## src/rtl/sof_length_xor_frame_parser_defines.svh

```systemverilog
// Assertion macros for the frame parser, empty when synthesised.
`ifndef SOF_LENGTH_XOR_FRAME_PARSER_DEFINES_SVH
`define SOF_LENGTH_XOR_FRAME_PARSER_DEFINES_SVH

`ifndef SYNTHESIS
`define SOFP_ASSERT(lbl, prop, msg) \
  lbl: assert property (@(posedge clk) disable iff (rst) prop) else $error(msg);
`define SOFP_ASSERT_ALWAYS(lbl, prop, msg) \
  lbl: assert property (@(posedge clk) prop) else $error(msg);
`else
`define SOFP_ASSERT(lbl, prop, msg)
`define SOFP_ASSERT_ALWAYS(lbl, prop, msg)
`endif

`endif

```

## src/rtl/sofp_pkg.sv

```systemverilog
// Shared types and constants of the frame parser.
package sofp_pkg;

  localparam int unsigned ADDR_W = 3;
  localparam int unsigned DATA_W = 32;

  localparam logic REG_START_BYTE = 1'b0;

  localparam logic [7:0] START_BYTE_RESET = 8'hFE;

  localparam logic KIND_PAYLOAD   = 1'b0;
  localparam logic KIND_FRAME_END = 1'b1;

  typedef struct packed {
    logic        kind;
    logic [7:0]  data_byte;
    logic [7:0]  byte_index;
    logic        check_ok;
    logic [15:0] command;
    logic [15:0] dest_addr;
    logic [7:0]  payload_len;
  } sofp_result_t;

endpackage

```

## src/rtl/sofp_cfg.sv

```systemverilog
// Configuration register file holding the start byte.
module sofp_cfg
  import sofp_pkg::*;
(
  input  logic              clk,
  input  logic              rst,
  input  logic              psel,
  input  logic              penable,
  input  logic              pwrite,
  input  logic [ADDR_W-1:0] paddr,
  input  logic [DATA_W-1:0] pwdata,
  output logic [DATA_W-1:0] prdata,
  output logic              pready,
  output logic [7:0]        start_byte
);

  logic reg_index;
  logic wr_en;

  assign pready    = 1'b1;
  assign reg_index = paddr[ADDR_W-1];
  assign wr_en     = psel && penable && pwrite && pready;

  always_ff @(posedge clk) begin
    if (rst) begin
      start_byte <= START_BYTE_RESET;
    end else if (wr_en && (reg_index == REG_START_BYTE)) begin
      start_byte <= pwdata[7:0];
    end
  end

  always_comb begin
    prdata = '0;
    unique case (reg_index)
      REG_START_BYTE: prdata = {{(DATA_W-8){1'b0}}, start_byte};
      default:        prdata = '0;
    endcase
  end

endmodule

```

## src/rtl/sofp_parser.sv

```systemverilog
// Frame field sequencer with running XOR check and result formation.
module sofp_parser
  import sofp_pkg::*;
(
  input  logic         clk,
  input  logic         rst,
  input  logic         step,
  input  logic [7:0]   rx_byte,
  input  logic [7:0]   start_byte,
  output logic         res_valid,
  output sofp_result_t res
);

  typedef enum logic [2:0] {
    PH_HUNT = 3'd0,
    PH_LEN  = 3'd1,
    PH_CMDL = 3'd2,
    PH_CMDH = 3'd3,
    PH_DSTL = 3'd4,
    PH_DSTH = 3'd5,
    PH_DATA = 3'd6,
    PH_CHK  = 3'd7
  } phase_t;

  phase_t      phase, phase_next;
  logic [7:0]  frame_len, frame_len_next;
  logic [7:0]  received_count, received_count_next;
  logic [7:0]  running_xor, running_xor_next;
  logic [15:0] command_word, command_word_next;
  logic [15:0] dest_word, dest_word_next;
  logic [7:0]  count_inc;

  assign count_inc = received_count + 8'd1;

  always_comb begin
    phase_next          = phase;
    frame_len_next      = frame_len;
    received_count_next = received_count;
    running_xor_next    = running_xor;
    command_word_next   = command_word;
    dest_word_next      = dest_word;
    res_valid           = 1'b0;
    res                 = '0;
    unique case (phase)
      PH_HUNT: begin
        if (rx_byte == start_byte) begin
          phase_next = PH_LEN;
        end
      end
      PH_LEN: begin
        frame_len_next      = rx_byte;
        received_count_next = 8'd0;
        running_xor_next    = rx_byte;
        command_word_next   = 16'd0;
        dest_word_next      = 16'd0;
        phase_next          = PH_CMDL;
      end
      PH_CMDL: begin
        command_word_next = {command_word[15:8], rx_byte};
        running_xor_next  = running_xor ^ rx_byte;
        phase_next        = PH_CMDH;
      end
      PH_CMDH: begin
        command_word_next = {rx_byte, command_word[7:0]};
        running_xor_next  = running_xor ^ rx_byte;
        phase_next        = PH_DSTL;
      end
      PH_DSTL: begin
        dest_word_next   = {dest_word[15:8], rx_byte};
        running_xor_next = running_xor ^ rx_byte;
        phase_next       = PH_DSTH;
      end
      PH_DSTH: begin
        dest_word_next   = {rx_byte, dest_word[7:0]};
        running_xor_next = running_xor ^ rx_byte;
        phase_next       = (frame_len != 8'd0) ? PH_DATA : PH_CHK;
      end
      PH_DATA: begin
        res_valid           = 1'b1;
        res.kind            = KIND_PAYLOAD;
        res.data_byte       = rx_byte;
        res.byte_index      = received_count;
        running_xor_next    = running_xor ^ rx_byte;
        received_count_next = count_inc;
        if (count_inc == frame_len) begin
          phase_next = PH_CHK;
        end
      end
      PH_CHK: begin
        res_valid       = 1'b1;
        res.kind        = KIND_FRAME_END;
        res.check_ok    = (running_xor == rx_byte);
        res.command     = command_word;
        res.dest_addr   = dest_word;
        res.payload_len = frame_len;
        phase_next      = PH_HUNT;
      end
    endcase
    if (!step) begin
      res_valid = 1'b0;
    end
  end

  always_ff @(posedge clk) begin
    if (rst) begin
      phase          <= PH_HUNT;
      frame_len      <= 8'd0;
      received_count <= 8'd0;
      running_xor    <= 8'd0;
      command_word   <= 16'd0;
      dest_word      <= 16'd0;
    end else if (step) begin
      phase          <= phase_next;
      frame_len      <= frame_len_next;
      received_count <= received_count_next;
      running_xor    <= running_xor_next;
      command_word   <= command_word_next;
      dest_word      <= dest_word_next;
    end
  end

endmodule

```

## src/rtl/sofp_out_skid.sv

```systemverilog
// Output register with a skid entry that absorbs one word while the sink stalls.
module sofp_out_skid
  import sofp_pkg::*;
(
  input  logic         clk,
  input  logic         rst,
  input  logic         push,
  input  sofp_result_t push_data,
  output logic         full,
  output logic         out_valid,
  input  logic         out_stall,
  output sofp_result_t out_data
);

  logic         skid_valid;
  sofp_result_t skid_data;
  logic         slot_free;

  assign full      = skid_valid;
  assign slot_free = !out_valid || !out_stall;

  always_ff @(posedge clk) begin
    if (rst) begin
      out_valid  <= 1'b0;
      skid_valid <= 1'b0;
    end else if (slot_free) begin
      if (skid_valid) begin
        out_valid  <= 1'b1;
        out_data   <= skid_data;
        skid_valid <= 1'b0;
      end else begin
        out_valid <= push;
        out_data  <= push_data;
      end
    end else if (push) begin
      skid_valid <= 1'b1;
      skid_data  <= push_data;
    end
  end

endmodule

```

## src/rtl/sof_length_xor_frame_parser.sv

```systemverilog
// Frame parser top level: hunts for the start byte and reads length, command,
// destination, payload and check byte, one received byte per word. It takes a
// new byte in every clock cycle unless in_stall is high; a payload word or
// frame-end word for that byte appears in the output register on the next
// cycle when the sink is not stalling, and otherwise waits in the skid entry.
// The rate is set by the field sequencer, whose state is updated once per
// accepted byte. An output register and one skid entry part the two sides, so
// the input is stalled only when both hold words the sink has not yet taken.
// The start byte is register 0 at byte address 0 and resets to 0xFE.
`include "sof_length_xor_frame_parser_defines.svh"

module sof_length_xor_frame_parser
  import sofp_pkg::*;
(
  input  logic              clk,
  input  logic              rst,
  input  logic              psel,
  input  logic              penable,
  input  logic              pwrite,
  input  logic [ADDR_W-1:0] paddr,
  input  logic [DATA_W-1:0] pwdata,
  output logic [DATA_W-1:0] prdata,
  output logic              pready,
  input  logic              in_valid,
  output logic              in_stall,
  input  logic [7:0]        rx_byte,
  output logic              out_valid,
  input  logic              out_stall,
  output logic              kind,
  output logic [7:0]        data_byte,
  output logic [7:0]        byte_index,
  output logic              check_ok,
  output logic [15:0]       command,
  output logic [15:0]       dest_addr,
  output logic [7:0]        payload_len
);

  logic         in_accept;
  logic [7:0]   start_byte;
  logic         res_valid;
  sofp_result_t res;
  sofp_result_t out_data;

  assign in_accept = in_valid && !in_stall;

  sofp_cfg u_cfg (
    .clk        (clk),
    .rst        (rst),
    .psel       (psel),
    .penable    (penable),
    .pwrite     (pwrite),
    .paddr      (paddr),
    .pwdata     (pwdata),
    .prdata     (prdata),
    .pready     (pready),
    .start_byte (start_byte)
  );

  sofp_parser u_parser (
    .clk        (clk),
    .rst        (rst),
    .step       (in_accept),
    .rx_byte    (rx_byte),
    .start_byte (start_byte),
    .res_valid  (res_valid),
    .res        (res)
  );

  sofp_out_skid u_out (
    .clk       (clk),
    .rst       (rst),
    .push      (res_valid),
    .push_data (res),
    .full      (in_stall),
    .out_valid (out_valid),
    .out_stall (out_stall),
    .out_data  (out_data)
  );

  assign kind        = out_data.kind;
  assign data_byte   = out_data.data_byte;
  assign byte_index  = out_data.byte_index;
  assign check_ok    = out_data.check_ok;
  assign command     = out_data.command;
  assign dest_addr   = out_data.dest_addr;
  assign payload_len = out_data.payload_len;

  `SOFP_ASSERT(a_skid_implies_out, in_stall |-> out_valid, "skid entry held with empty output")
  `SOFP_ASSERT_ALWAYS(a_push_only_on_accept, res_valid |-> in_accept,
                      "result without accepted byte")
  `SOFP_ASSERT(a_frame_end_clean,
               (out_valid && kind == KIND_FRAME_END) |->
               (data_byte == 8'd0 && byte_index == 8'd0),
               "frame-end word carries payload fields")
  `SOFP_ASSERT(a_payload_clean,
               (out_valid && kind == KIND_PAYLOAD) |->
               (!check_ok && command == 16'd0 && payload_len == 8'd0),
               "payload word carries frame-end fields")

endmodule

```

## config.mk

```make
export PLATFORM = sky130hd
export DESIGN_NAME = sof_length_xor_frame_parser
export DESIGN_NICKNAME = d
export VERILOG_FILES = /design/src/rtl/sofp_pkg.sv /design/src/rtl/sofp_cfg.sv /design/src/rtl/sofp_parser.sv /design/src/rtl/sofp_out_skid.sv /design/src/rtl/sof_length_xor_frame_parser.sv
export VERILOG_INCLUDE_DIRS = /design/src /design/src/rtl
export SDC_FILE = /design/constraint.sdc
export NUM_CORES = 1
export LEC_CHECK = 0
export BUFFER_PORTS_ARGS = -buffer_cell sky130_fd_sc_hd__buf_2
export CORE_MARGIN = 1.5
export CORE_UTILIZATION = 55
export CTS_BUF_LIST = sky130_fd_sc_hd__clkbuf_4 sky130_fd_sc_hd__clkbuf_8
export CTS_CLUSTER_DIAMETER = 50
export DETAILED_ROUTE_END_ITERATION = 16
export GPL_ROUTABILITY_DRIVEN = 0
export GPL_TIMING_DRIVEN = 1
export PLACE_DENSITY = 0.81
export SYNTH_ARGS = -nofsm -noshare
export SYNTH_HDL_FRONTEND = slang
export SYNTH_SLANG_ARGS = --single-unit
```

## constraint.sdc

```tcl
create_clock -name clk -period 12.2 [get_ports clk]
set_clock_uncertainty 0.05 [all_clocks]
set_input_delay 0.61 -clock clk [delete_from_list [all_inputs] [get_ports clk]]
set_output_delay 0.61 -clock clk [all_outputs]
set_load 0.02 [all_outputs]
```

==> results of run 1 <==
[layout by cell type, fill, tap and decap left out, types with 5 or more instances in the layout]
| cell | synthesis | final |
|---|---|---|
| edfxtp_1 | 116 | 116 |
| buf_2 | 8 | 91 |
| nand2_1 | 90 | 90 |
| dfxtp_1 | 69 | 68 |
| and3_1 | 56 | 56 |
| mux2_2 | 56 | 56 |
| a21oi_1 | 48 | 47 |
| nor2_1 | 29 | 29 |
| nand3_1 | 28 | 28 |
| conb_1 | 2 | 25 |
| xnor2_1 | 21 | 21 |
| clkbuf_8 | 3 | 17 |
| xor2_1 | 12 | 12 |
| nor2b_1 | 9 | 9 |
| nand3b_1 | 9 | 9 |
| nor4_1 | 8 | 8 |
| a22oi_1 | 8 | 8 |
| inv_1 | 6 | 6 |
| o21ai_0 | 6 | 6 |
| nor3_1 | 6 | 6 |
| and2_1 | 5 | 5 |
| ha_1 | 5 | 5 |
| buf_4 | 25 | 5 |
[area by class of cell]
| type | instances | share of cell area |
|---|---|---|
| sequential | 185 | 0.550 |
| multi-input combinational | 457 | 0.330 |
| timing repair buffer | 96 | 0.0557 |
| clock buffer | 18 | 0.0273 |
| tap | 184 | 0.0260 |
| clock inverter | 13 | 0.00904 |
| inverter | 6 | 0.00254 |
[per-stage QoR]
step / std cells / setup slack, ns / cell area [µm²]
final: 959 / 8.82 / 8850
after detailed placement: 928 / 8.85 / 8530
after floorplan: 723 / 1.48 / 8270
after CTS: 959 / 8.84 / 8850
after global placement: 928 / 9.02 / 8530
after global routing: 959 / 8.51 / 8850
[layer usage]
layer  vias to the layer above  share of wire
met2                       225           0.50
met4                         0          0.021
li1                       2562              -
met3                        26          0.063
met1                      2626           0.41
met5                         -              0
[power breakdown]
| group | internal (W) | leakage (nW) | switching, W |
|---|---|---|---|
| clock | 0.000139 | 0.159 | 0.000206 |
| sequential | 0.000666 | 1.76 | 0.00000248 |
| combinational | 0.0000135 | 1.66 | 0.0000402 |
| total | 0.000819 | 3.58 | 0.000248 |
[state kept, by name, indices dropped and copies added (netlist names), 3 cells and up]
signal and cells:
u_out.out_data 58, u_out.skid_data 58, u_parser.command_word 16, u_parser.dest_word 16, u_cfg.start_byte 8, u_parser.frame_len 8, u_parser.received_count 8, u_parser.running_xor 8
u_parser.phase 3
[cell families after synthesis]
group,count (synthesis)
AOI/OAI and AO/OA,78
xor gates and xnor gates,35
adders and majority gates,5
buffers and inverters,81
DFF,185
muxes,56
other,2
and+or+nand+nor,258
[how the worst max path moves through the flow]
stage                                               end  slack, ns  cells after the start
after CTS                  u_out.skid_data[8]$_DFFE_PP_       8.84                      4
after global placement    u_out.skid_data[11]$_DFFE_PP_       9.02                      4
after floorplan            u_out.skid_data[0]$_DFFE_PP_       1.48                      3
final                     u_out.skid_data[27]$_DFFE_PP_       8.82                      4
after global routing      u_out.skid_data[13]$_DFFE_PP_       8.51                      4
after detailed placement  u_out.skid_data[12]$_DFFE_PP_       8.85                      4
[critical path, cell delays in order, from the launching register on]
cell,delay [ns]
dfxtp_1,0.38
ha_1,1.01
nand2_1,0.43
a2111oi_2,0.44
buf_4,0.65
==> metrics.txt, run 1 <==
top-count cell post-synth=edfxtp_1; Syn Std Cell Area=between 8000 and 9000 µm²; first-pass GRT wire length=approximately 26000 µm; Clock Path Buffers=2; PD cells=roughly 120 nW/µm²; final-report setup violation count=0; Starting Density=0.563; Clk Latency, worst-skew pair=0.46 ns; hold path cells=3; largest family of logic cells by synthesized area=simple AND/OR/NAND/NOR gates; fmax=0.296 GHz; DR DRC count=0; nets=approximately 820; GR Util met3=0.0424; GRT Total Usage=0.206; sequential share of the synthesized area=0.595; drt total wl=between 15000 and 20000 µm; number of post-CTS setup repair buffers=0; Adder-Cell Fraction of Synth Area=0.00765; Sink Count=roughly 190; DR vias/cell=~5.7; row count=44; Die Width=125 µm; Synth Instances=700; minimum hold slack=approximately 0.32 ns; largest net degree at the start of global routing=about 70; port bufs=91; reg2reg start=u_parser.phase[0]$_SDFFE_PP0P_; CP Launch Type=flop; post-synthesis mux area share=0.0771; VDD IR max=roughly 0.055 mV; Hold-fix buffers, CTS=0; Worst slew margin=0.172; die height=around 120 µm; Hold Crit Class=input pin to flop; Worst EP required=around 12 ns; #FFs+latches synth=185; Reg2Reg Depth=4; post-layout util=0.609; Synth Area in XOR/XNOR=0.0393; total CTS buffers=17; simple-gate area share of the yosys netlist=0.162; Final Cycle Share=0.277; share of layout cells above drive strength 1=0.249; Pleak=roughly 3.6 nW; Synth-to-Final Area Change=8.24%; fillers=between 1000 and 1500; drt pass-1 iters=5; global routing's busiest layer=met2; Detailed Place HPWL=10500 µm; Clock Root Buffer=clkbuf_8; CTS tree=done; max-cap viol count=0; Synth area leaders=edfxtp_1, dfxtp_1, mux2_2, and3_1, nand2_1; Core ar.=between 10000 and 15000 µm²; pins over their slew limit=0; Post-synth ARST share=0; Fin Setup TNS=0 ns; sequential cell area=around 4900 µm²; initial antenna violation count=0; distinct cell type count after synthesis=51; Die ar.=approximately 16000 µm²; top cells by count, synth=edfxtp_1, nand2_1, dfxtp_1; Mean Syn Cell Area=11.7 µm²; Main synth FF type=edfxtp_1; post-cts sizing count=0; ant diodes=0; Max H-tree Level=4; GRT Residual Overflow=0; hold violation count in the final report=0; Top Ports=143; HP Start=pwdata[1]; WL per Instance=roughly 17 µm; met2 usage=0.343; Synth warnings=0; area taken by multi-input logic gates=~3000 µm²; EDFF count, synth=approximately 120; post-route ant nets=0; critical path arrival=3.42 ns; vias in the first global route=about 5200; crit path max fanout=58; Hold Path Sink=u_cfg.start_byte[1]$_SDFFE_PP1P_; Power Total=about 0.0011 W; clk slew on worst S/H paths=about 0.08 ns; crit end category=flop; R2R Path End=u_out.skid_data[27]$_DFFE_PP_; RSZ-0062 raised after global routing=no; Worst Tran Pin Value=1.24 ns; DR vias=roughly 5400; complex-gate fraction of the synthesized area=0.0575; CP Class=flop to flop; Iteration-0 DRC Markers=between 400 and 500; Worst R2R Setup Slack=8.82 ns; CP startpoint=u_parser.phase[0]$_SDFFE_PP0P_; met1 GRT Util=0.260; status=complete, no violations; Synth top area share=0.426; Final min period=about 3.4 ns; most area-hungry cell type in the Yosys netlist=edfxtp_1
Note: power is estimated with default switching activity, not from simulation.
==> inputs of run 2 (changes only) <==
CORE_UTILIZATION = 52   (was 55)
PLACE_DENSITY = 0.8   (was 0.81)
clock period = 2.84 ns   (was 12.2 ns; I/O delays follow)
==> run 2 against run 1 <==
Core utilization down 1.1 points. Count of clock-buffer cells in the layout up 1. Final cell count up 4.7%. Worst setup slack worse by 8.4 ns. Sequential share of layout area down 1.6 points. Clock power rose to 4.6 times the previous value. Cell area up 3.1%. Critical endpoint is now u_parser.running_xor[0]$_SDFFE_PP0P_.
==> metrics.txt, run 2 (synthesis results as in run 1) <==
die height=128 µm (was 125 µm); vias in the first global route=4941 (was 5238); nets=835 (was 818); CP Class=flop to flop (unchanged); Top Ports=143 (unchanged); drt pass-1 iters=5 (unchanged); GRT Total Usage=0.201 (was 0.206); GRT Residual Overflow=0 (unchanged); DR DRC count=0 (unchanged); Worst Tran Pin Value=0.785 ns (was 1.24 ns); pins over their slew limit=0 (unchanged); Pleak=3.65 nW (was 3.58 nW); Sink Count=185 (unchanged); most frequent cells in the layout=edfxtp_1, buf_2, nand2_1 (unchanged); DR vias=5365 (was 5439); critical path arrival=2.67 ns (was 3.42 ns); drt total wl=16100 µm (was 16000 µm); first-pass GRT wire length=25600 µm (was 25700 µm); hold path cells=3 (unchanged); Post-DP Area=8650 µm² (was 8530 µm²); WL per Instance=16.0 µm (was 16.7 µm); port bufs=91 (unchanged); final-report setup violation count=0 (unchanged); commonest non-fill, non-tap cell in the layout=edfxtp_1 (unchanged); DR vias/cell=5.34 (was 5.67); CP Launch Type=flop (unchanged); max-cap viol count=0 (unchanged); clk slew on worst S/H paths=0.09 ns (was 0.08 ns); Final min period=2.39 ns (was 3.38 ns); Post-Layout Cell Count=1004 (was 959); post-route ant nets=0 (unchanged); fmax=0.419 GHz (was 0.296 GHz); Cell Count Post-Placement=959 (was 928); Clock Path Buffers=2 (unchanged); CP startpoint=u_parser.phase[0]$_SDFFE_PP0P_ (unchanged); initial antenna violation count=0 (unchanged); total CTS buffers=17 (unchanged); Iteration-0 DRC Markers=361 (was 494); Power Total=0.00471 W (was 0.00107 W); reg2reg start=u_parser.phase[0]$_SDFFE_PP0P_ (unchanged); hold violation count in the final report=0 (unchanged); row count=45 (was 44); number of post-CTS setup repair buffers=0 (unchanged); design area=9130 µm² (was 8850 µm²); crit end category=flop (unchanged); RSZ-0062 raised after global routing=no (unchanged); Clock Root Buffer=clkbuf_8 (unchanged); status=complete, no violations (unchanged); largest net degree at the start of global routing=62 (was 72); Reg2Reg Depth=7 (was 4); Fin Setup TNS=0 ns (unchanged); CTS tree=done (unchanged); largest registers=u_out.out_data x58, u_out.skid_data x58 (unchanged); ant diodes=0 (unchanged); crit path max fanout=44 (was 58); Final Cycle Share=0.841 (was 0.277); Hold Crit Class=input pin to flop (unchanged); Worst slew margin=0.476 (was 0.172); Clk Latency, worst-skew pair=0.46 ns (about the same); share of layout cells above drive strength 1=0.257 (was 0.249); Max H-tree Level=4 (unchanged); Die ar.=16500 µm² (was 15600 µm²); Synth-to-Final Area Change=11.6% (was 8.24%); Starting Density=0.536 (was 0.563); Die Width=128 µm (was 125 µm); HP Start=rx_byte[2] (was pwdata[1]); Detailed Place HPWL=10300 µm (was 10500 µm); Worst EP required=3.12 ns (was 12.24 ns); VDD IR max=0.256 mV (was 0.0554 mV); PD cells=516 nW/µm² (was 121 nW/µm²); Core ar.=15300 µm² (was 14500 µm²)
[run 2: cell count changes in the layout (fill, tap and decap cells not counted), sizes merged]
cell         change
dlygate4sd3     +13
buf              +4
bufinv           +1
clkbuf           +1
inv              -1
[run 2: power breakdown]
group	internal [W]	leakage (nW)	switching, W
Clock	0.000702	0.171	0.000895
Sequential	0.00286	1.72	0.0000102
Combinational	0.0000700	1.76	0.000176
[run 2: layout make-up]
class,instances,area (µm²)
clock buffers,19,249
fillers,1227,6130
flip-flops and latches,185,4870
well taps,211,264
clock inverters,13,105
multi-input cells,457,2970
repair buffers,113,653
inverters,6,22.5
[run 2: timing repair]
| item | CTS | global route |
|---|---|---|
| setup endpoints to repair | 0 | 0 |
| gates resized for setup | 0 | 0 |
| hold endpoints to repair | 12 | 0 |
| hold buffers | 13 | 0 |
[run 2: path summary, 6_finish.rpt]
| check | slack (ns) | endpoint |
|---|---|---|
| worst max register to register | 0.45 | u_parser.running_xor[0]$_SDFFE_PP0P_ |
| worst min register to register | 0.40 | u_parser.dest_word[10]$_SDFFE_PP0P_ |
| worst max-delay path | 0.45 | u_parser.running_xor[0]$_SDFFE_PP0P_ |
| worst min-delay path | 0.03 | u_parser.frame_len[2]$_SDFFE_PP0P_ |
[run 2: routing by layer]
metal  routed length (µm)  global-route usage  up-vias
met1                 7280               0.270     2574
met4                  216              0.0674        0
met3                  808              0.0407       20
met2                 7740               0.327      167
met5                    0                   0        -
li1                     -                   -     2604
[run 2: critical path, stage by stage, from the launching register on]
cell and delay [ns]:
dfxtp_2 0.40, ha_4 0.41, nor2b_1 0.50, nor4_1 0.11
nor2_1 0.42, nand2_1 0.14, xnor2_1 0.18, nor2_1 0.05
[run 2: stage by stage]
| stage | utilization | hold WS [ns] | setup slack (ns) |
|---|---|---|---|
| 3_5_place_dp | 0.567 | 0.307 | 0.500 |
| 3_3_place_gp | 0.567 | 0.305 | 0.518 |
| 2_1_floorplan | - | 0.216 | -0.407 |
| 6_report | 0.598 | 0.0278 | 0.452 |
| 4_1_cts | 0.598 | 0.00374 | 0.476 |
| 5_1_grt | 0.598 | 0.0119 | 0.216 |
